### src/rtl/range_toggle_count_tree_core_defines.svh
// Assertion macros used by the range toggle and count tree controller.
`ifndef RANGE_TOGGLE_COUNT_TREE_CORE_DEFINES_SVH
`define RANGE_TOGGLE_COUNT_TREE_CORE_DEFINES_SVH

// Immediate implication checked at every clock edge outside reset.
`define RTC_ASSERT_NOW(label, ante, cons, msg) \
    label: assert property (@(posedge clk) disable iff (!rst_n) (ante) |-> (cons)) else $error(msg);

// Implication whose consequent is checked in the cycle after the antecedent.
`define RTC_ASSERT_NEXT(label, ante, cons, msg) \
    label: assert property (@(posedge clk) disable iff (!rst_n) (ante) |=> (cons)) else $error(msg);

`endif

### src/rtl/rtc_pkg.sv
// Shared constants and types for the range toggle and count tree.
`timescale 1ns / 1ps

package rtc_pkg;

    localparam int MAX_SWITCHES = 1024;
    localparam int IDX_W        = 10;
    localparam int CNT_W        = 11;
    localparam int NODE_DEPTH   = 4 * MAX_SWITCHES;
    localparam int NODE_AW      = 12;
    localparam int STK_DEPTH    = 11;
    localparam int SP_W         = 4;

    localparam logic CMD_TOGGLE = 1'b0;
    localparam logic CMD_COUNT  = 1'b1;

    typedef struct packed {
        logic               we;
        logic [NODE_AW-1:0] waddr;
        logic [CNT_W-1:0]   wdata;
        logic [NODE_AW-1:0] raddr;
    } cnt_port_t;

    typedef struct packed {
        logic               we;
        logic [NODE_AW-1:0] waddr;
        logic               wdata;
        logic [NODE_AW-1:0] raddr;
    } flip_port_t;

    typedef struct packed {
        logic             start;
        logic             cmd;
        logic [IDX_W-1:0] lo;
        logic [IDX_W-1:0] hi;
        logic [CNT_W-1:0] n;
        logic             res_free;
    } ctrl_req_t;

    typedef struct packed {
        logic             busy;
        logic             done;
        logic             is_count;
        logic [CNT_W-1:0] result;
    } ctrl_stat_t;

    typedef enum logic [3:0] {
        ST_CLEAR,
        ST_IDLE,
        ST_ENTER_RD,
        ST_ENTER_EV,
        ST_PF_L,
        ST_PF_R,
        ST_PF_W,
        ST_DECIDE,
        ST_POP,
        ST_RESUME,
        ST_C_RD0,
        ST_C_RD1,
        ST_C_WR,
        ST_DONE
    } state_t;

endpackage

### src/rtl/rtc_ctrl.sv
// Tree walk sequencer: explicit frame stack, node read-modify-write and lazy flips.
`timescale 1ns / 1ps
`include "range_toggle_count_tree_core_defines.svh"

module rtc_ctrl (
    input  logic                          clk,
    input  logic                          rst_n,
    input  rtc_pkg::ctrl_req_t            req,
    output rtc_pkg::ctrl_stat_t           stat,
    output rtc_pkg::cnt_port_t            cnt_port,
    input  logic [rtc_pkg::CNT_W-1:0]     cnt_rdata,
    output rtc_pkg::flip_port_t           flip_port,
    input  logic                          flip_rdata
);

    localparam logic [1:0] PH_ENTER = 2'd0;
    localparam logic [1:0] PH_LEFT  = 2'd1;
    localparam logic [1:0] PH_RIGHT = 2'd2;

    rtc_pkg::state_t state_reg, state_next;

    logic [rtc_pkg::NODE_AW-1:0] k_stk  [0:rtc_pkg::STK_DEPTH-1];
    logic [rtc_pkg::IDX_W-1:0]   s_stk  [0:rtc_pkg::STK_DEPTH-1];
    logic [rtc_pkg::IDX_W-1:0]   e_stk  [0:rtc_pkg::STK_DEPTH-1];
    logic [1:0]                  ph_stk [0:rtc_pkg::STK_DEPTH-1];
    logic [rtc_pkg::SP_W-1:0]    sp_reg;

    logic                        cmd_reg;
    logic [rtc_pkg::IDX_W-1:0]   lo_reg, hi_reg;
    logic [rtc_pkg::CNT_W-1:0]   acc_reg, cur_cnt_reg, tmp_reg;
    logic                        full_reg, disj_reg;
    logic [rtc_pkg::NODE_AW-1:0] clr_reg;

    logic [rtc_pkg::NODE_AW-1:0] cur_k, left_k, right_k;
    logic [rtc_pkg::IDX_W-1:0]   cur_s, cur_e, mid;
    logic [1:0]                  cur_ph;
    logic [rtc_pkg::CNT_W-1:0]   len, settled;
    logic                        full, disj, eff_flip, leaf;
    logic [rtc_pkg::IDX_W:0]     mid_sum;

    always_comb
    begin
        cur_k    = k_stk[sp_reg];
        cur_s    = s_stk[sp_reg];
        cur_e    = e_stk[sp_reg];
        cur_ph   = ph_stk[sp_reg];
        left_k   = {cur_k[rtc_pkg::NODE_AW-2:0], 1'b0};
        right_k  = {cur_k[rtc_pkg::NODE_AW-2:0], 1'b1};
        mid_sum  = {1'b0, cur_s} + {1'b0, cur_e};
        mid      = mid_sum[rtc_pkg::IDX_W:1];
        len      = {1'b0, cur_e} - {1'b0, cur_s} + rtc_pkg::CNT_W'(1);
        leaf     = (cur_s == cur_e);
        disj     = (lo_reg > cur_e) || (hi_reg < cur_s);
        full     = (lo_reg <= cur_s) && (cur_e <= hi_reg);
        // A pending flip and a covering toggle cancel; only their parity matters.
        eff_flip = flip_rdata ^ ((cmd_reg == rtc_pkg::CMD_TOGGLE) && full);
        settled  = eff_flip ? (len - cnt_rdata) : cnt_rdata;
    end

    // Next state.
    always_comb
    begin
        state_next = state_reg;
        case (state_reg)
            rtc_pkg::ST_CLEAR:
            begin
                if (&clr_reg)
                begin
                    state_next = rtc_pkg::ST_IDLE;
                end
            end
            rtc_pkg::ST_IDLE:
            begin
                if (req.start)
                begin
                    state_next = rtc_pkg::ST_ENTER_RD;
                end
            end
            rtc_pkg::ST_ENTER_RD: state_next = rtc_pkg::ST_ENTER_EV;
            rtc_pkg::ST_ENTER_EV:
            begin
                if (eff_flip && !leaf)
                begin
                    state_next = rtc_pkg::ST_PF_L;
                end
                else
                begin
                    state_next = rtc_pkg::ST_DECIDE;
                end
            end
            rtc_pkg::ST_PF_L: state_next = rtc_pkg::ST_PF_R;
            rtc_pkg::ST_PF_R: state_next = rtc_pkg::ST_PF_W;
            rtc_pkg::ST_PF_W: state_next = rtc_pkg::ST_DECIDE;
            rtc_pkg::ST_DECIDE:
            begin
                if (disj_reg || full_reg)
                begin
                    state_next = rtc_pkg::ST_POP;
                end
                else
                begin
                    state_next = rtc_pkg::ST_ENTER_RD;
                end
            end
            rtc_pkg::ST_POP:
            begin
                if (sp_reg == '0)
                begin
                    state_next = rtc_pkg::ST_DONE;
                end
                else
                begin
                    state_next = rtc_pkg::ST_RESUME;
                end
            end
            rtc_pkg::ST_RESUME:
            begin
                if (cur_ph == PH_LEFT)
                begin
                    state_next = rtc_pkg::ST_ENTER_RD;
                end
                else if (cmd_reg == rtc_pkg::CMD_TOGGLE)
                begin
                    state_next = rtc_pkg::ST_C_RD0;
                end
                else
                begin
                    state_next = rtc_pkg::ST_POP;
                end
            end
            rtc_pkg::ST_C_RD0: state_next = rtc_pkg::ST_C_RD1;
            rtc_pkg::ST_C_RD1: state_next = rtc_pkg::ST_C_WR;
            rtc_pkg::ST_C_WR:  state_next = rtc_pkg::ST_POP;
            rtc_pkg::ST_DONE:
            begin
                if ((cmd_reg == rtc_pkg::CMD_TOGGLE) || req.res_free)
                begin
                    state_next = rtc_pkg::ST_IDLE;
                end
            end
            default: state_next = rtc_pkg::ST_CLEAR;
        endcase
    end

    // Memory ports and status.
    always_comb
    begin
        cnt_port  = '0;
        flip_port = '0;
        case (state_reg)
            rtc_pkg::ST_CLEAR:
            begin
                cnt_port.we   = 1'b1;
                cnt_port.waddr = clr_reg;
                flip_port.we  = 1'b1;
                flip_port.waddr = clr_reg;
            end
            rtc_pkg::ST_ENTER_RD:
            begin
                cnt_port.raddr  = cur_k;
                flip_port.raddr = cur_k;
            end
            rtc_pkg::ST_ENTER_EV:
            begin
                cnt_port.we     = flip_rdata | eff_flip;
                cnt_port.waddr  = cur_k;
                cnt_port.wdata  = settled;
                flip_port.we    = flip_rdata;
                flip_port.waddr = cur_k;
            end
            rtc_pkg::ST_PF_L:
            begin
                flip_port.raddr = left_k;
            end
            rtc_pkg::ST_PF_R:
            begin
                flip_port.we    = 1'b1;
                flip_port.waddr = left_k;
                flip_port.wdata = ~flip_rdata;
                flip_port.raddr = right_k;
            end
            rtc_pkg::ST_PF_W:
            begin
                flip_port.we    = 1'b1;
                flip_port.waddr = right_k;
                flip_port.wdata = ~flip_rdata;
            end
            rtc_pkg::ST_C_RD0:
            begin
                cnt_port.raddr = left_k;
            end
            rtc_pkg::ST_C_RD1:
            begin
                cnt_port.raddr = right_k;
            end
            rtc_pkg::ST_C_WR:
            begin
                cnt_port.we    = 1'b1;
                cnt_port.waddr = cur_k;
                cnt_port.wdata = tmp_reg + cnt_rdata;
            end
            default:
            begin
                cnt_port  = '0;
                flip_port = '0;
            end
        endcase
        stat.busy     = (state_reg != rtc_pkg::ST_IDLE);
        stat.done     = (state_reg == rtc_pkg::ST_DONE) &&
                        ((cmd_reg == rtc_pkg::CMD_TOGGLE) || req.res_free);
        stat.is_count = (cmd_reg == rtc_pkg::CMD_COUNT);
        stat.result   = acc_reg;
    end

    always_ff @(posedge clk or negedge rst_n)
    begin
        if (!rst_n)
        begin
            state_reg <= rtc_pkg::ST_CLEAR;
            sp_reg    <= '0;
            clr_reg   <= '0;
        end
        else
        begin
            state_reg <= state_next;
            case (state_reg)
                rtc_pkg::ST_CLEAR: clr_reg <= clr_reg + 1'b1;
                rtc_pkg::ST_IDLE:
                begin
                    if (req.start)
                    begin
                        sp_reg <= '0;
                    end
                end
                rtc_pkg::ST_DECIDE:
                begin
                    if (!(disj_reg || full_reg))
                    begin
                        sp_reg <= sp_reg + 1'b1;
                    end
                end
                rtc_pkg::ST_POP:
                begin
                    if (sp_reg != '0)
                    begin
                        sp_reg <= sp_reg - 1'b1;
                    end
                end
                rtc_pkg::ST_RESUME:
                begin
                    if (cur_ph == PH_LEFT)
                    begin
                        sp_reg <= sp_reg + 1'b1;
                    end
                end
                default:
                begin
                    sp_reg <= sp_reg;
                end
            endcase
        end
    end

    // Frame stack and datapath registers.
    always_ff @(posedge clk)
    begin
        case (state_reg)
            rtc_pkg::ST_IDLE:
            begin
                if (req.start)
                begin
                    cmd_reg   <= req.cmd;
                    lo_reg    <= req.lo;
                    hi_reg    <= req.hi;
                    acc_reg   <= '0;
                    k_stk[0]  <= rtc_pkg::NODE_AW'(1);
                    s_stk[0]  <= '0;
                    e_stk[0]  <= rtc_pkg::IDX_W'(req.n - rtc_pkg::CNT_W'(1));
                    ph_stk[0] <= PH_ENTER;
                end
            end
            rtc_pkg::ST_ENTER_EV:
            begin
                cur_cnt_reg <= settled;
                full_reg    <= full;
                disj_reg    <= disj;
            end
            rtc_pkg::ST_DECIDE:
            begin
                if (disj_reg || full_reg)
                begin
                    if ((cmd_reg == rtc_pkg::CMD_COUNT) && full_reg)
                    begin
                        acc_reg <= acc_reg + cur_cnt_reg;
                    end
                end
                else
                begin
                    ph_stk[sp_reg]      <= PH_LEFT;
                    k_stk[sp_reg + 1'b1]  <= left_k;
                    s_stk[sp_reg + 1'b1]  <= cur_s;
                    e_stk[sp_reg + 1'b1]  <= mid;
                    ph_stk[sp_reg + 1'b1] <= PH_ENTER;
                end
            end
            rtc_pkg::ST_RESUME:
            begin
                if (cur_ph == PH_LEFT)
                begin
                    ph_stk[sp_reg]      <= PH_RIGHT;
                    k_stk[sp_reg + 1'b1]  <= right_k;
                    s_stk[sp_reg + 1'b1]  <= mid + 1'b1;
                    e_stk[sp_reg + 1'b1]  <= cur_e;
                    ph_stk[sp_reg + 1'b1] <= PH_ENTER;
                end
            end
            rtc_pkg::ST_C_RD1: tmp_reg <= cnt_rdata;
            default:
            begin
                tmp_reg <= tmp_reg;
            end
        endcase
    end

    `RTC_ASSERT_NOW(a_sp_bound, 1'b1, sp_reg < rtc_pkg::SP_W'(rtc_pkg::STK_DEPTH), "stack overflow")
    `RTC_ASSERT_NOW(a_start_idle, req.start, state_reg == rtc_pkg::ST_IDLE, "start while busy")
    `RTC_ASSERT_NEXT(a_push_done, state_reg == rtc_pkg::ST_PF_W, state_reg == rtc_pkg::ST_DECIDE, "flip push path broken")
    `RTC_ASSERT_NEXT(a_done_idle, stat.done, state_reg == rtc_pkg::ST_IDLE, "done without return to idle")

endmodule

### config.mk
export PLATFORM = sky130hd
export DESIGN_NAME = rtc_ctrl
export DESIGN_NICKNAME = d
export VERILOG_FILES = /design/src/rtl/rtc_pkg.sv /design/src/rtl/rtc_ctrl.sv
export VERILOG_INCLUDE_DIRS = /design/src /design/src/rtl
export SDC_FILE = /design/constraint.sdc
export NUM_CORES = 1
export LEC_CHECK = 0
export BUFFER_PORTS_ARGS = -buffer_cell sky130_fd_sc_hd__buf_2
export CAP_MARGIN = 20
export CORE_MARGIN = 5
export CORE_UTILIZATION = 62
export DETAILED_ROUTE_END_ITERATION = 10
export PLACE_DENSITY_LB_ADDON = 0.1
export SLEW_MARGIN = 20
export SYNTH_ARGS = -nofsm -noshare
export SYNTH_HDL_FRONTEND = slang
export SYNTH_SLANG_ARGS = --single-unit
### constraint.sdc
create_clock -name clk -period 8.4 [get_ports clk]
set_input_delay 0.84 -clock clk [delete_from_list [all_inputs] [get_ports clk]]
set_output_delay 0.84 -clock clk [all_outputs]
set_load 0.01 [all_outputs]
==> results.toml <==
[drt]
drc_errors = 0
drtIter0Drc = 1169
wl_per_cell_um = 23.2
vias = 14300
routed_wl_mm = 52.4
firstDrtPassIters = 5
antenna_left = 0
avgViaCountPerCell = 6.32

[clocking]
max-clock-path-buffers = 3
htreeDepth = 2
clock_sinks = 450
clock_latency_ns = 0.59
root_buffer = "clkbuf_16"
clk_pin_slew_worst_paths_ns = 0.06
cts_made_buffers = 47
cts_tree = "done"
cts-hold-fix-buffers = 0
cts_setup_buffers = 0
post_cts_resized = 0

[timing]
post-route-min-period_ns = 7.58
finalSetupViolCount = 0
relSlewSlack_pct = 30.9
fin_ws_ns = 0.817
timing.hold.ws_ns = 0.203
tightest_slew_ns = 1.03
drv_slew = 0
setup_tns_ns = 0
fin_skew_ns = 0.0185
fmax_mhz = 132
rsz0062_at_grt = "false"
fin_crit_sh_pct = 90.3
hold_viol = 0

[die]
start_util_pct = 62.3
fp.dieH_um = 198
ios = 124
die-area_mm2 = 0.0394
fp.dieW_um = 198
row_count = 69
core_area_mm2 = 0.0353

[critical_path]
cp.arrival_ns = 6.74
critical_path.max_fanout = 48
crit_path_start_kind = "flop"
worstSetupEndpoint = "cnt_port[22]"
ff2ff_path_depth = 18
r2r_setup_slack_ns = 2.10
critPathKind = "reg -> out"
crit_start = "sp_reg[1]$_DFFE_PN0P_"
crit_required_ns = 7.56
r2r_end = "state_reg[0]$_DFFE_PN0P_"
r2r_start = "sp_reg[1]$_DFFE_PN0P_"
endpoint_kind = "primary output"

[synth]
synth_seq_cells = 450
yosys.area.top_type = "edfxtp_1"
async_reset_ff_share_pct = 4.44
synth_top_area_share_pct = 55.7
synth_edf_count = 408
synthTopCellsByArea = "edfxtp_1 (56%), mux4_2 (6.8%), ha_1 (5.6%)"
syn-num-nets = 1788
synth_flop_cell = "edfxtp_1"
synthCells = 1628
synth-seq-area-share_pct = 59.9
synth.distinct_cells = 74
ys_warn_count = 0
synth_area_mm2 = 0.0220
syn_area_per_cell_um2 = 13.5

[global_routing]
grt_pass1_wl_mm = 79.6
grt_pass1_vias = 13900
grt_max_degree = 49
overflow = 0
antenna_found_initial = 0
grt_usage_pct = 26.5

[cells_and_area]
fillers = 2437
largest-register = "k_stk"
fin_nets = 1926
syn_to_final_growth_pct = 12.7
drive_gt1_share_pct = 18.7
mostFrequentLayoutCells = "edfxtp_1 (408), nand2_1 (130), buf_2 (122)"
final_common_cell = "edfxtp_1"
largest_reg_flops = 132
top_regs = "k_stk: 132 flops, e_stk: 110 flops, s_stk: 110 flops"
diodes = 0
fin_util_pct = 70.3

[status]
status = "finished, final reports clean"

[power_and_ir_drop]
static-leakage-power_nw = 8.90
vdd_drop_max_v = 0.000448
p_per_area_mw_per_mm2 = 403

[run]
maxCapViolCount = 0

[placement]
hpwl_mm = 33.9
gp_congestion = 0.904
pre_cts_ws_ns = 1.47
io_buffers = 122

[worst_hold_path]
hold_class = "in -> async"
[critical path, cell delays in order, from the launching register on]
cell and delay, ns:
dfrtp_4 0.86, buf_4 0.48, mux4_2 0.26, mux2i_1 0.06, o21ai_0 0.49, inv_1 0.23, ha_1 0.35, o21a_1 0.11
o21a_1 0.16, o21ai_0 0.14, a21oi_1 0.09, or3b_2 0.48, a221o_1 0.38, ha_1 0.64, clkinv_1 0.49, nor2_1 0.27
nand2_1 0.09, mux2i_1 0.18, a211o_1 0.14, a31o_2 0.11, buf_2 0.13
[worst min-delay path by stage]
| stage | start | endpoint | cells after the start |
|---|---|---|---|
| global route | rst_n | clr_reg[2]$_DFFE_PN0P_ | 1 |
| global placement | ph_stk[1][0]$_SDFFE_PP0P_ | ph_stk[1][0]$_SDFFE_PP0P_ | 2 |
| floorplan | ph_stk[1][0]$_SDFFE_PP0P_ | ph_stk[1][0]$_SDFFE_PP0P_ | 2 |
| detailed placement | ph_stk[5][1]$_SDFFE_PP0P_ | ph_stk[5][1]$_SDFFE_PP0P_ | 2 |
| CTS | rst_n | clr_reg[1]$_DFFE_PN0P_ | 1 |
| finish | rst_n | clr_reg[1]$_DFFE_PN0P_ | 1 |
[cells in the mapped netlist, drive strengths merged, types with 17 or more instances]
| cell type | number |
|---|---|
| edfxtp | 408 |
| nand2 | 130 |
| nor2 | 111 |
| o21ai | 103 |
| ha | 99 |
| inv | 72 |
| mux2i | 66 |
| mux4 | 66 |
| a21oi | 63 |
| buf | 38 |
| clkbuf | 37 |
| xnor2 | 37 |
| o22ai | 35 |
| nor2b | 32 |
| nor3 | 28 |
| dfxtp | 22 |
| nand3 | 22 |
| dfrtp | 20 |
| nand2b | 19 |
| o221ai | 19 |
| xor2 | 18 |
| a22o | 17 |
[kinds of logic (layout without fill, tap and decap cells)]
group | Yosys count | in the layout | share of synthesized area [%]
AO/OA/AOI/OAI | 332 | 332 | 9.76
XOR/XNOR | 55 | 55 | 2.27
adder cells (fa/ha/maj) | 112 | 112 | 6.81
buffers and inverters | 149 | 325 | 2.82
AND/OR/NAND/NOR | 392 | 392 | 8.34
flip-flops | 450 | 450 | 59.9
multiplexers | 138 | 138 | 10.1
[final cells by class]
| class | count | area [um2] | share of cell area, % |
|---|---|---|---|
| sequential | 450 | 13200 | 53.2 |
| multi-input combinational | 1029 | 8300 | 33.4 |
| clock buffer | 59 | 1260 | 5.09 |
| timing repair buffer | 164 | 926 | 3.73 |
| tap | 461 | 577 | 2.32 |
| inverter | 74 | 278 | 1.12 |
| clock inverter | 28 | 277 | 1.11 |
[stage by stage]
stage,power [W],instances,area (um2)
2_1_floorplan,0.00652,1628,22000
3_3_place_gp,0.00781,2178,23300
3_5_place_dp,0.00790,2178,23300
4_1_cts,0.00998,2265,24800
5_1_grt,0.0106,2265,24800
6_report,0.0100,2265,24800
[metal layers]
layer / global-route usage, % / wire [um] / vias up
met1: 37.5 / 21300 / 7154
met3: 4.67 / 3970 / 89
li1: - / - / 6496
met5: 0 / 0 / -
met4: 7.02 / 1280 / 0
met2: 43.4 / 25900 / 567
[power by group]
group          internal, W  total, W  switching, W
registers          0.00269   0.00288      0.000193
clock network      0.00120   0.00206      0.000862
logic              0.00203   0.00507       0.00304
(Power assumes the default switching activity.)
