File: config.mk
export PLATFORM = sky130hd
export DESIGN_NAME = rtc_ram
export DESIGN_NICKNAME = d
export VERILOG_FILES = /design/src/rtl/range_toggle_count_tree_core_defines.svh /design/src/rtl/rtc_ram.sv
export SDC_FILE = /design/constraint.sdc
export NUM_CORES = 1
export LEC_CHECK = 0
export BUFFER_PORTS_ARGS = -buffer_cell sky130_fd_sc_hd__buf_2
export CAP_MARGIN = 20
export CORE_ASPECT_RATIO = 1.4
export CORE_UTILIZATION = 60
export CTS_BUF_LIST = sky130_fd_sc_hd__clkbuf_4 sky130_fd_sc_hd__clkbuf_8
export DETAILED_ROUTE_END_ITERATION = 12
export GPL_TIMING_DRIVEN = 1
export PLACE_DENSITY_LB_ADDON = 0.15
export SETUP_SLACK_MARGIN = 0.15
export SYNTH_ARGS = -nofsm -noshare
export SYNTH_HDL_FRONTEND = slang
export SYNTH_SLANG_ARGS = --single-unit
File: constraint.sdc
create_clock -name clk -period 1.9 [get_ports clk]
set_clock_uncertainty 0.1 [all_clocks]
set_input_delay 0.095 -clock clk [delete_from_list [all_inputs] [get_ports clk]]
set_output_delay 0.095 -clock clk [all_outputs]
set_load 0.02 [all_outputs]
File: src/rtl/range_toggle_count_tree_core_defines.svh
// Assertion macros used by the range toggle and count tree controller.
`ifndef RANGE_TOGGLE_COUNT_TREE_CORE_DEFINES_SVH
`define RANGE_TOGGLE_COUNT_TREE_CORE_DEFINES_SVH

// Immediate implication checked at every clock edge outside reset.
`define RTC_ASSERT_NOW(label, ante, cons, msg) \
    label: assert property (@(posedge clk) disable iff (!rst_n) (ante) |-> (cons)) else $error(msg);

// Implication whose consequent is checked in the cycle after the antecedent.
`define RTC_ASSERT_NEXT(label, ante, cons, msg) \
    label: assert property (@(posedge clk) disable iff (!rst_n) (ante) |=> (cons)) else $error(msg);

`endif

File: src/rtl/rtc_ram.sv
// Generic single write port, single read port RAM with registered read.
`timescale 1ns / 1ps

module rtc_ram #(
    parameter int WIDTH = 8,
    parameter int DEPTH = 16
) (
    input  logic                     clk,
    input  logic                     we,
    input  logic [$clog2(DEPTH)-1:0] waddr,
    input  logic [WIDTH-1:0]         wdata,
    input  logic [$clog2(DEPTH)-1:0] raddr,
    output logic [WIDTH-1:0]         rdata
);

    logic [WIDTH-1:0] mem [0:DEPTH-1];

    always_ff @(posedge clk)
    begin
        if (we)
        begin
            mem[waddr] <= wdata;
        end
        rdata <= mem[raddr];
    end

endmodule

==> results of run 1 <==
[layer usage]
layer,vias up,wire [um],part of all wire,track usage
met4,0,153,0.017,0.0964
met5,-,0,0,0
met1,1272,3770,0.41,0.325
met3,15,554,0.060,0.0664
met2,106,4680,0.51,0.372
li1,1111,-,-,-
[logic make-up after synthesis]
| group | count (synthesis) |
|---|---|
| flip-flops | 136 |
| AND/OR/NAND/NOR | 35 |
| multiplexers | 32 |
| AO/OA/AOI/OAI | 16 |
| buffers and inverters | 10 |
[registers in the layout, indices dropped and copies added (netlist names)]
| signal | flops |
|---|---|
| rdata | 8 |
| mem | 128 |
[area by class of cell]
class	instances	area, um2
clock inverter	15	160
sequential	136	4000
timing repair buffer	59	413
clock buffer	17	234
fill	496	2250
tap	102	128
multi-input combinational	83	1060
[layout by cell type (no fill, tap or decap), drive strengths merged, types with 3 or more instances in the layout]
cell type / synthesis / routed
a22oi: 16 / 16
clkbuf: 0 / 17
bufinv: 0 / 3
nand2: 9 / 9
clkinv: 0 / 8
buf: 7 / 51
mux4: 32 / 32
edfxtp: 128 / 128
nor2: 13 / 13
dfxtp: 8 / 8
nor3: 4 / 4
dlygate4sd3: 0 / 8
clkinvlp: 0 / 4
[worst paths after layout]
check                           slack, ps         to  startpoint
worst min register to register        580   rdata[1]  mem[15][1]
worst min-delay path                  110  mem[4][3]    waddr[0]
worst max register to register        440   rdata[1]   mem[2][1]
worst max-delay path                  440   rdata[1]   mem[2][1]
[through the flow]
step | cell area, um2 | hold WS [ps]
after floorplan | 5150 | 93.9
after global placement | 5520 | 387
after detailed placement | 5520 | 392
after CTS | 6000 | 76.4
after global routing | 6000 | 103
final | 6000 | 109
[power by group through the flow]
stage	Clock (uW)	Combinational [uW]	Sequential (uW)
after global routing	2480	373	3380
after CTS	2340	348	3370
final	2300	344	3370
after detailed placement	0	336	3440
after floorplan	0	170	3460
after global placement	0	329	3440
[critical path, cell delays in order, from the launching register on]
cell                       delay, ps
sky130_fd_sc_hd__edfxtp_1        360
sky130_fd_sc_hd__mux4_1          500
sky130_fd_sc_hd__a22oi_1         300
sky130_fd_sc_hd__nand2_1          90
==> flow_results.xml, run 1 <==
<?xml version="1.0" encoding="UTF-8"?>
<metrics>
  <group name="synth">
    <metric name="synth_adder_area_share" unit="">0</metric>
    <metric name="async_flop_share" unit="">0</metric>
    <metric name="synth_area" unit="mm2">0.00515</metric>
    <metric name="post_synth_and_or_nand_nor_area_fraction" unit="">0.0318</metric>
    <metric name="synth_compound_gate_area_share" unit="">0.0233</metric>
    <metric name="syn-mean-instance-area" unit="um2">22.5</metric>
    <metric name="synth_top_cell_by_area" unit="">sky130_fd_sc_hd__edfxtp_1</metric>
    <metric name="ys_top_cells_by_area" unit="">sky130_fd_sc_hd__edfxtp_1 75%, sky130_fd_sc_hd__mux4_2 7.9%, sky130_fd_sc_hd__mux4_1 7.1%</metric>
    <metric name="number_of_distinct_standard_cells_referenced_by_the_synthesized_netlist" unit="">19</metric>
    <metric name="synthMostInstantiatedCell" unit="">sky130_fd_sc_hd__edfxtp_1</metric>
    <metric name="mappedNetlistNets" unit="">247</metric>
    <metric name="postSynthCellCount" unit="">229</metric>
    <metric name="synthMuxAreaShare" unit="">0.150</metric>
    <metric name="netlist_top_cells_count" unit="">128 x sky130_fd_sc_hd__edfxtp_1, 18 x sky130_fd_sc_hd__mux4_2, 16 x sky130_fd_sc_hd__a22oi_1</metric>
    <metric name="post-synth-top-area-fraction" unit="">0.747</metric>
    <metric name="synth_edf_count" unit="">128</metric>
    <metric name="synth_ff_type" unit="">sky130_fd_sc_hd__edfxtp_1</metric>
    <metric name="ys_seq_elements" unit="">136</metric>
    <metric name="synth_top_family_by_area" unit="">multiplexers</metric>
    <metric name="synth-seq-area-share" unit="">0.778</metric>
    <metric name="xor_xnor_share_of_the_synthesized_area" unit="">0</metric>
    <metric name="yosys_warnings" unit="">0</metric>
  </group>
  <group name="cts">
    <metric name="cts_tree" unit="">done</metric>
    <metric name="cts_resized" unit="">0</metric>
    <metric name="clk_path_buf_depth" unit="">2</metric>
    <metric name="hold_buffers" unit="">8</metric>
    <metric name="cts.clk_slew.worst_paths" unit="ps">70</metric>
    <metric name="post_cts_buffers" unit="">0</metric>
    <metric name="cts-htree-levels" unit="">4</metric>
    <metric name="cts.root.buffer_cell" unit="">sky130_fd_sc_hd__clkbuf_8</metric>
    <metric name="clock_sink_count" unit="">136</metric>
    <metric name="cts-buffers-inserted" unit="">17</metric>
    <metric name="worstSkewPairLatency" unit="ps">430</metric>
  </group>
  <group name="floorplanning">
    <metric name="die-area" unit="mm2">0.00896</metric>
    <metric name="start_util" unit="">0.624</metric>
    <metric name="chipWidth" unit="um">80.3</metric>
    <metric name="placement_row_count" unit="">39</metric>
    <metric name="die-height" unit="um">112</metric>
    <metric name="placeableCoreArea" unit="mm2">0.00825</metric>
    <metric name="design.portCount" unit="">26</metric>
  </group>
  <group name="timing">
    <metric name="max_slew.worst_pin.slew" unit="ps">396</metric>
    <metric name="layout_worst_path_cycle_share" unit="">0.770</metric>
    <metric name="maximum_achievable_frequency" unit="MHz">683</metric>
    <metric name="slew_violations" unit="">0</metric>
    <metric name="timing.max_slew.rel_slack" unit="">0.736</metric>
    <metric name="setup-violations-final" unit="">0</metric>
    <metric name="fin_tns_setup" unit="ps">0</metric>
    <metric name="rsz0062_at_grt" unit="">no</metric>
    <metric name="finalWorstSetupSlack" unit="ps">436</metric>
    <metric name="fin_crit" unit="ps">1460</metric>
    <metric name="hold_viol" unit="">0</metric>
  </group>
  <group name="global_routing">
    <metric name="globalRoute.totalOverflow" unit="">0</metric>
    <metric name="grt_max_degree" unit="">19</metric>
    <metric name="grt_antenna_before_repair" unit="">0</metric>
    <metric name="grt_util_all_layers" unit="">0.240</metric>
    <metric name="grt_pass1_vias" unit="">2564</metric>
    <metric name="grt_pass1_wl" unit="um">14500</metric>
  </group>
  <group name="run_status">
    <metric name="run_status" unit="">completed</metric>
  </group>
  <group name="drt">
    <metric name="ant_nets" unit="">0</metric>
    <metric name="drt_iter0_drc" unit="">227</metric>
    <metric name="detail_route.first_pass.iterations" unit="">4</metric>
    <metric name="wl" unit="um">9160</metric>
    <metric name="vias_per_cell" unit="">6.08</metric>
    <metric name="wire_per_inst" unit="um">22.2</metric>
    <metric name="post-route-drc-count" unit="">0</metric>
    <metric name="num_vias" unit="">2504</metric>
  </group>
  <group name="critical_path">
    <metric name="crit_type" unit="">flip-flop to flip-flop</metric>
    <metric name="critical_path.max_fanout" unit="">1</metric>
    <metric name="r2r.worst_path.cells" unit="">3</metric>
    <metric name="cp.arrival" unit="ps">1680</metric>
    <metric name="critical_path.startpoint_type" unit="">flip-flop</metric>
    <metric name="worst_ep_required_time" unit="ps">2110</metric>
    <metric name="timing.critical_path.to_type" unit="">flip-flop</metric>
  </group>
  <group name="cells_and_area">
    <metric name="diodes" unit="">0</metric>
    <metric name="finish.net_count" unit="">315</metric>
    <metric name="layout.cells.non_filler" unit="">412</metric>
    <metric name="final_layout_size_suffix_gt1_frac" unit="">0.319</metric>
    <metric name="syn2layout_area_growth" unit="%">16.5</metric>
    <metric name="finish.utilization" unit="">0.727</metric>
  </group>
  <group name="placement">
    <metric name="dp_slack" unit="ps">308</metric>
    <metric name="routabilityCongestion" unit="">0.797</metric>
    <metric name="dp.final_hpwl" unit="um">6120</metric>
    <metric name="io_buffer_count" unit="">25</metric>
    <metric name="dpl.cell_count" unit="">372</metric>
  </group>
  <group name="pwr">
    <metric name="clock_power_share" unit="">0.383</metric>
    <metric name="power.internal" unit="uW">4770</metric>
    <metric name="cellLeakagePower" unit="uW">0.00206</metric>
    <metric name="p_sw" unit="uW">1250</metric>
    <metric name="pwr-share-comb" unit="">0.057</metric>
    <metric name="powerDensity" unit="mW/mm2">1000</metric>
    <metric name="switching_share" unit="">0.207</metric>
    <metric name="sequentialPowerShare" unit="">0.560</metric>
    <metric name="vdd.ir_drop.worst" unit="mV">0.711</metric>
    <metric name="design_power_total" unit="uW">6020</metric>
  </group>
  <group name="run">
    <metric name="max-cap-violations" unit="">0</metric>
  </group>
  <group name="hold_path">
    <metric name="worst_hold_path_type" unit="">input port to flip-flop</metric>
    <metric name="whs_path_depth" unit="">3</metric>
  </group>
</metrics>
No activity file was read; power rests on OpenSTA's default activity.
==> run 2: changes to the inputs <==
==> constraint.sdc (replaced) <==
create_clock -name clk -period 1.4 [get_ports clk]
set_clock_uncertainty 0.1 [all_clocks]
set_input_delay 0.07 -clock clk [delete_from_list [all_inputs] [get_ports clk]]
set_output_delay 0.07 -clock clk [all_outputs]
set_load 0.02 [all_outputs]
==> run 2 against run 1 <==
  * Non-clock buffer count up 5
  * Largest cell class unchanged
  * Sequential share of layout area down 1.8 points
  * Cell count up 1.2%
  * First-iteration DRC count down 19%
  * Critical path depth unchanged
  * Core utilization up 2.0 points
  * Clock-buffer cell count up 1
  * Register-to-register slack worse by 410 ps
==> flow_results.xml, run 2 (synthesis gave the netlist of run 1 again) <==
<?xml version="1.0" encoding="UTF-8"?>
<metrics>
  <group name="run_status">
    <metric name="run_status" unit="">completed</metric>
  </group>
  <group name="cells_and_area">
    <metric name="layout.cells.most_common_list" unit="">128 x sky130_fd_sc_hd__edfxtp_1, 29 x sky130_fd_sc_hd__mux4_2, 26 x sky130_fd_sc_hd__buf_4, 25 x sky130_fd_sc_hd__buf_2, 17 x sky130_fd_sc_hd__clkbuf_8</metric>
    <metric name="diodes" unit="">0</metric>
    <metric name="finish.net_count" unit="">320</metric>
    <metric name="final_layout_size_suffix_gt1_frac" unit="">0.419</metric>
    <metric name="largest_registers_in_the_final_layout" unit="">mem: 128 flops, rdata: 8 flops</metric>
    <metric name="layout.cells.non_filler" unit="">417</metric>
    <metric name="register_bank_with_the_most_flops" unit="">mem</metric>
    <metric name="finish.utilization" unit="">0.747</metric>
    <metric name="syn2layout_area_growth" unit="%">19.7</metric>
    <metric name="largest_register_ffs" unit="">128</metric>
    <metric name="final_common_cell" unit="">sky130_fd_sc_hd__edfxtp_1</metric>
  </group>
  <group name="timing">
    <metric name="fin_crit" unit="ps">1370</metric>
    <metric name="slew_violations" unit="">0</metric>
    <metric name="maximum_achievable_frequency" unit="MHz">729</metric>
    <metric name="fin_tns_setup" unit="ps">0</metric>
    <metric name="hold_viol" unit="">0</metric>
    <metric name="max_slew.worst_pin.slew" unit="ps">843</metric>
    <metric name="rsz0062_at_grt" unit="">yes</metric>
    <metric name="finalWorstSetupSlack" unit="ps">28.0</metric>
    <metric name="timing.max_slew.rel_slack" unit="">0.436</metric>
    <metric name="setup-violations-final" unit="">0</metric>
    <metric name="layout_worst_path_cycle_share" unit="">0.980</metric>
  </group>
  <group name="drt">
    <metric name="drt_iter0_drc" unit="">185</metric>
    <metric name="wire_per_inst" unit="um">22.7</metric>
    <metric name="detail_route.first_pass.iterations" unit="">5</metric>
    <metric name="wl" unit="um">9480</metric>
    <metric name="num_vias" unit="">2435</metric>
    <metric name="vias_per_cell" unit="">5.84</metric>
    <metric name="ant_nets" unit="">0</metric>
    <metric name="post-route-drc-count" unit="">0</metric>
  </group>
  <group name="cts">
    <metric name="cts-buffers-inserted" unit="">17</metric>
    <metric name="cts_tree" unit="">done</metric>
    <metric name="cts.clk_slew.worst_paths" unit="ps">80</metric>
    <metric name="clock_sink_count" unit="">136</metric>
    <metric name="post_cts_buffers" unit="">0</metric>
    <metric name="worstSkewPairLatency" unit="ps">440</metric>
    <metric name="clk_path_buf_depth" unit="">2</metric>
    <metric name="cts.root.buffer_cell" unit="">sky130_fd_sc_hd__clkbuf_8</metric>
    <metric name="cts-htree-levels" unit="">4</metric>
  </group>
  <group name="floorplanning">
    <metric name="die-height" unit="um">112</metric>
    <metric name="placement_row_count" unit="">39</metric>
    <metric name="die-area" unit="mm2">0.00896</metric>
    <metric name="design.portCount" unit="">26</metric>
    <metric name="chipWidth" unit="um">80.3</metric>
    <metric name="start_util" unit="">0.624</metric>
    <metric name="placeableCoreArea" unit="mm2">0.00825</metric>
  </group>
  <group name="pwr">
    <metric name="design_power_total" unit="uW">8540</metric>
    <metric name="vdd.ir_drop.worst" unit="mV">1.34</metric>
    <metric name="cellLeakagePower" unit="uW">0.00208</metric>
    <metric name="powerDensity" unit="mW/mm2">1390</metric>
  </group>
  <group name="global_routing">
    <metric name="grt_pass1_vias" unit="">2540</metric>
    <metric name="globalRoute.totalOverflow" unit="">0</metric>
    <metric name="grt_antenna_before_repair" unit="">0</metric>
    <metric name="grt_pass1_wl" unit="um">14600</metric>
    <metric name="grt_max_degree" unit="">21</metric>
    <metric name="grt_util_all_layers" unit="">0.244</metric>
  </group>
  <group name="placement">
    <metric name="dp.final_hpwl" unit="um">6380</metric>
    <metric name="dp_slack" unit="ps">-182</metric>
    <metric name="io_buffer_count" unit="">25</metric>
    <metric name="dpl.cell_count" unit="">377</metric>
    <metric name="routabilityCongestion" unit="">0.783</metric>
  </group>
  <group name="critical_path">
    <metric name="cp.arrival" unit="ps">1600</metric>
    <metric name="crit_type" unit="">flip-flop to flip-flop</metric>
    <metric name="timing.critical_path.to_type" unit="">flip-flop</metric>
    <metric name="critical_path.startpoint_type" unit="">flip-flop</metric>
    <metric name="critical_path.max_fanout" unit="">1</metric>
    <metric name="worst_ep_required_time" unit="ps">1630</metric>
  </group>
  <group name="run">
    <metric name="max-cap-violations" unit="">0</metric>
  </group>
  <group name="hold_path">
    <metric name="worst_hold_path_type" unit="">input port to flip-flop</metric>
  </group>
</metrics>
[run 2: cell count changes in the layout (fill, tap and decap cells not counted), sizes merged]
cell,previous run,this run
clkinv,8,3
bufinv,3,4
clkbuf,17,18
clkinvlp,4,6
buf,51,56
inv,0,1
[run 2: worst paths after layout]
path,slack [ps],cells after the start,start,endpoint
worst max-delay path,30,3,mem[3][6],rdata[6]
worst min-delay path,80,4,raddr[1],rdata[0]
worst max register to register,30,3,mem[3][6],rdata[6]
worst min register to register,560,3,mem[14][2],rdata[2]
[run 2: layer usage]
layer / share of wire / GRT usage
met4: 0.013 / 0.0690
met2: 0.52 / 0.389
met3: 0.058 / 0.0762
met5: 0 / 0
met1: 0.41 / 0.326
[run 2: worst max-delay path, stage by stage, from the launching register on]
cell and delay [ps]:
sky130_fd_sc_hd__edfxtp_1 370, sky130_fd_sc_hd__mux4_2 460, sky130_fd_sc_hd__a22oi_1 250, sky130_fd_sc_hd__nand2_1 80
[run 2: power breakdown]
group / switching [uW] / leakage, uW / total, uW / internal [uW]
sequential: 26.8 / 0.00122 / 4570 / 4550
combinational: 283 / 0.000653 / 514 / 231
clock: 1480 / 0.000201 / 3450 / 1970
total: 1790 / 0.00208 / 8540 / 6750
[run 2: what timing repair did]
item / in CTS / in global routing
resized for setup: 10 / 4
endpoints found under the setup margin: 8 / 8
pin swaps: 6 / 4
hold buffers: 8 / 0
endpoints found under the hold margin: 128 / 0
[run 2: layout make-up]
class	count	area, um2
flip-flops and latches	136	4000
fillers	461	2090
multi-input cells	83	1090
repair buffers	64	500
clock buffers	18	241
clock inverters	14	200
well taps	102	128
[run 2: stage by stage]
step                cell area (um2)  hold slack (ps)
floorplan                      5190             68.9
detailed placement             5630              365
finish                         6160             75.2
global placement               5630              344
CTS                            6160             43.1
global route                   6160             75.1
==> run 3: changes to the inputs <==
--- a/config.mk
+++ b/config.mk
@@ -8,6 +8,7 @@
 export BUFFER_PORTS_ARGS = -buffer_cell sky130_fd_sc_hd__buf_2
 export CAP_MARGIN = 20
 export CORE_ASPECT_RATIO = 1.4
+export CORE_MARGIN = 5
 export CORE_UTILIZATION = 60
 export CTS_BUF_LIST = sky130_fd_sc_hd__clkbuf_4 sky130_fd_sc_hd__clkbuf_8
 export DETAILED_ROUTE_END_ITERATION = 12
==> constraint.sdc (replaced) <==
create_clock -name clk -period 1.5 [get_ports clk]
set_clock_uncertainty 0.1 [all_clocks]
set_input_delay 0.075 -clock clk [delete_from_list [all_inputs] [get_ports clk]]
set_output_delay 0.075 -clock clk [all_outputs]
set_load 0.02 [all_outputs]
==> run 3 against run 2 <==
  * Clock power down 25%
  * Critical path type unchanged
  * Non-clock buffer count shrank 8
  * Sequential share of layout area rose by 1.9 points
  * Sequential power shrank 6.6%
  * Hold slack gained 37 ps
  * Clock-buffer cell count increased by 10
  * Critical endpoint is now rdata[4]
  * Setup slack gained 99 ps
  * Core utilization decreased by 4.3 points
  * Die area increased by 18%
==> flow_results.xml, run 3 (synthesis gave the netlist of run 1 again) <==
<?xml version="1.0" encoding="UTF-8"?>
<metrics>
  <group name="run_status">
    <metric name="run_status" unit="">completed</metric>
  </group>
  <group name="floorplanning">
    <metric name="design.portCount" unit="">26</metric>
    <metric name="placement_row_count" unit="">40</metric>
    <metric name="die-height" unit="um">120</metric>
    <metric name="die-area" unit="mm2">0.0106</metric>
    <metric name="start_util" unit="">0.605</metric>
    <metric name="placeableCoreArea" unit="mm2">0.00851</metric>
    <metric name="chipWidth" unit="um">88.3</metric>
  </group>
  <group name="global_routing">
    <metric name="grt_max_degree" unit="">33</metric>
    <metric name="grt_antenna_before_repair" unit="">0</metric>
    <metric name="grt_util_all_layers" unit="">0.204</metric>
    <metric name="globalRoute.totalOverflow" unit="">0</metric>
    <metric name="grt_pass1_vias" unit="">2618</metric>
    <metric name="grt_pass1_wl" unit="um">15000</metric>
  </group>
  <group name="timing">
    <metric name="rsz0062_at_grt" unit="">yes</metric>
    <metric name="slew_violations" unit="">0</metric>
    <metric name="maximum_achievable_frequency" unit="MHz">728</metric>
    <metric name="max_slew.worst_pin.slew" unit="ps">992</metric>
    <metric name="setup-violations-final" unit="">0</metric>
    <metric name="timing.max_slew.rel_slack" unit="">0.336</metric>
    <metric name="layout_worst_path_cycle_share" unit="">0.915</metric>
    <metric name="hold_viol" unit="">0</metric>
    <metric name="fin_crit" unit="ps">1370</metric>
    <metric name="fin_tns_setup" unit="ps">0</metric>
  </group>
  <group name="cts">
    <metric name="cts.root.buffer_cell" unit="">sky130_fd_sc_hd__clkbuf_8</metric>
    <metric name="cts_tree" unit="">done</metric>
    <metric name="post_cts_buffers" unit="">0</metric>
    <metric name="clk_path_buf_depth" unit="">2</metric>
    <metric name="cts-htree-levels" unit="">4</metric>
    <metric name="cts-buffers-inserted" unit="">17</metric>
    <metric name="worstSkewPairLatency" unit="ps">420</metric>
    <metric name="cts.clk_slew.worst_paths" unit="ps">70</metric>
    <metric name="clock_sink_count" unit="">136</metric>
  </group>
  <group name="critical_path">
    <metric name="cp.arrival" unit="ps">1570</metric>
    <metric name="critical_path.startpoint_type" unit="">flip-flop</metric>
    <metric name="critical_path.max_fanout" unit="">1</metric>
    <metric name="worst_ep_required_time" unit="ps">1700</metric>
    <metric name="crit_type" unit="">flip-flop to flip-flop</metric>
    <metric name="timing.critical_path.to_type" unit="">flip-flop</metric>
  </group>
  <group name="drt">
    <metric name="drt_iter0_drc" unit="">262</metric>
    <metric name="post-route-drc-count" unit="">0</metric>
    <metric name="wl" unit="um">9620</metric>
    <metric name="ant_nets" unit="">0</metric>
    <metric name="vias_per_cell" unit="">5.95</metric>
    <metric name="num_vias" unit="">2450</metric>
    <metric name="wire_per_inst" unit="um">23.3</metric>
    <metric name="detail_route.first_pass.iterations" unit="">4</metric>
  </group>
  <group name="placement">
    <metric name="routabilityCongestion" unit="">0.739</metric>
    <metric name="dp.final_hpwl" unit="um">6250</metric>
    <metric name="io_buffer_count" unit="">25</metric>
  </group>
  <group name="pwr">
    <metric name="powerDensity" unit="mW/mm2">1230</metric>
    <metric name="cellLeakagePower" unit="uW">0.00202</metric>
    <metric name="design_power_total" unit="uW">7340</metric>
    <metric name="vdd.ir_drop.worst" unit="mV">0.720</metric>
  </group>
  <group name="cells_and_area">
    <metric name="register_bank_with_the_most_flops" unit="">mem</metric>
    <metric name="layout.cells.most_common_list" unit="">128 x sky130_fd_sc_hd__edfxtp_1, 30 x sky130_fd_sc_hd__mux4_2, 25 x sky130_fd_sc_hd__buf_2, 20 x sky130_fd_sc_hd__clkbuf_8, 20 x sky130_fd_sc_hd__buf_4</metric>
    <metric name="syn2layout_area_growth" unit="%">16.3</metric>
    <metric name="diodes" unit="">0</metric>
    <metric name="final_common_cell" unit="">sky130_fd_sc_hd__edfxtp_1</metric>
    <metric name="multiInputGateArea" unit="mm2">0.00108</metric>
    <metric name="largest_registers_in_the_final_layout" unit="">mem: 128 flops, rdata: 8 flops</metric>
    <metric name="number_of_fillers_in_the_final_layout" unit="">547</metric>
    <metric name="area.sequential" unit="mm2">0.00400</metric>
    <metric name="finish.net_count" unit="">312</metric>
    <metric name="final_layout_size_suffix_gt1_frac" unit="">0.407</metric>
    <metric name="finish.utilization" unit="">0.704</metric>
    <metric name="largest_register_ffs" unit="">128</metric>
  </group>
  <group name="run">
    <metric name="max-cap-violations" unit="">0</metric>
  </group>
  <group name="hold_path">
    <metric name="worst_hold_path_type" unit="">input port to flip-flop</metric>
  </group>
</metrics>
## run 3: cell count changes in the layout (fill, tap and decap cells not counted), moves of 2 or more
cell and delta:
sky130_fd_sc_hd__clkbuf_4 +7, sky130_fd_sc_hd__buf_4 -6, sky130_fd_sc_hd__clkinvlp_4 -6, sky130_fd_sc_hd__a22oi_1 -4, sky130_fd_sc_hd__a22oi_2 +4, sky130_fd_sc_hd__bufinv_16 -4, sky130_fd_sc_hd__clkinv_2 +4, sky130_fd_sc_hd__clkbuf_8 +3
sky130_fd_sc_hd__clkinv_4 -3, sky130_fd_sc_hd__nor2_1 +3, sky130_fd_sc_hd__nor2_2 -3, sky130_fd_sc_hd__buf_12 -2
## run 3: area by class of cell
type | count | area share
clock buffers | 28 | 0.0560
multi-input cells | 83 | 0.181
repair buffers | 56 | 0.0694
clock inverters | 4 | 0.00334
flip-flops and latches | 136 | 0.669
well taps | 105 | 0.0219
## run 3: per-layer routing
layer / global-route usage / up-vias / part of all wire
met3: 0.0584 / 5 / 0.079
met4: 0.0595 / 0 / 0.0048
li1: - / 1088 / -
met1: 0.278 / 1250 / 0.39
met2: 0.324 / 107 / 0.53
met5: 0 / - / 0
## run 3: worst paths after layout
check	depth (start not counted)	slack (ps)	from	endpoint
setup / recovery	3	130	mem[10][4]	rdata[4]
hold / removal	3	110	waddr[1]	mem[4][2]
setup reg to reg	3	130	mem[10][4]	rdata[4]
hold reg to reg	3	570	mem[7][7]	rdata[7]
## run 3: power by group
part | total, uW | internal [uW] | switching [uW]
clock | 2600 | 1410 | 1190
combinational | 467 | 205 | 262
sequential | 4270 | 4250 | 26.3
## run 3: timing repair
item	CTS	global route
hold endpoints to repair	128	0
gates resized for setup	14	9
hold buffers	8	0
endpoints found under the setup margin	7	8
pin swaps	4	7
## run 3: through the flow
stage          setup slack [ps]  hold slack, ps  area [um2]  cells
6_report                    127             112        5990    412
5_1_grt                    57.1            98.9        5990    412
4_1_cts                     116            77.4        5980    412
3_5_place_dp               -118             365        5540    372
3_3_place_gp              -71.9             362        5540    372
2_1_floorplan              58.9            73.9        5160    229
## run 3: worst max-delay path, cell delays in order, from the launching register on
cell and delay [ps]:
sky130_fd_sc_hd__edfxtp_1 370, sky130_fd_sc_hd__mux4_2 480, sky130_fd_sc_hd__a22oi_2 200, sky130_fd_sc_hd__nand2_1 100
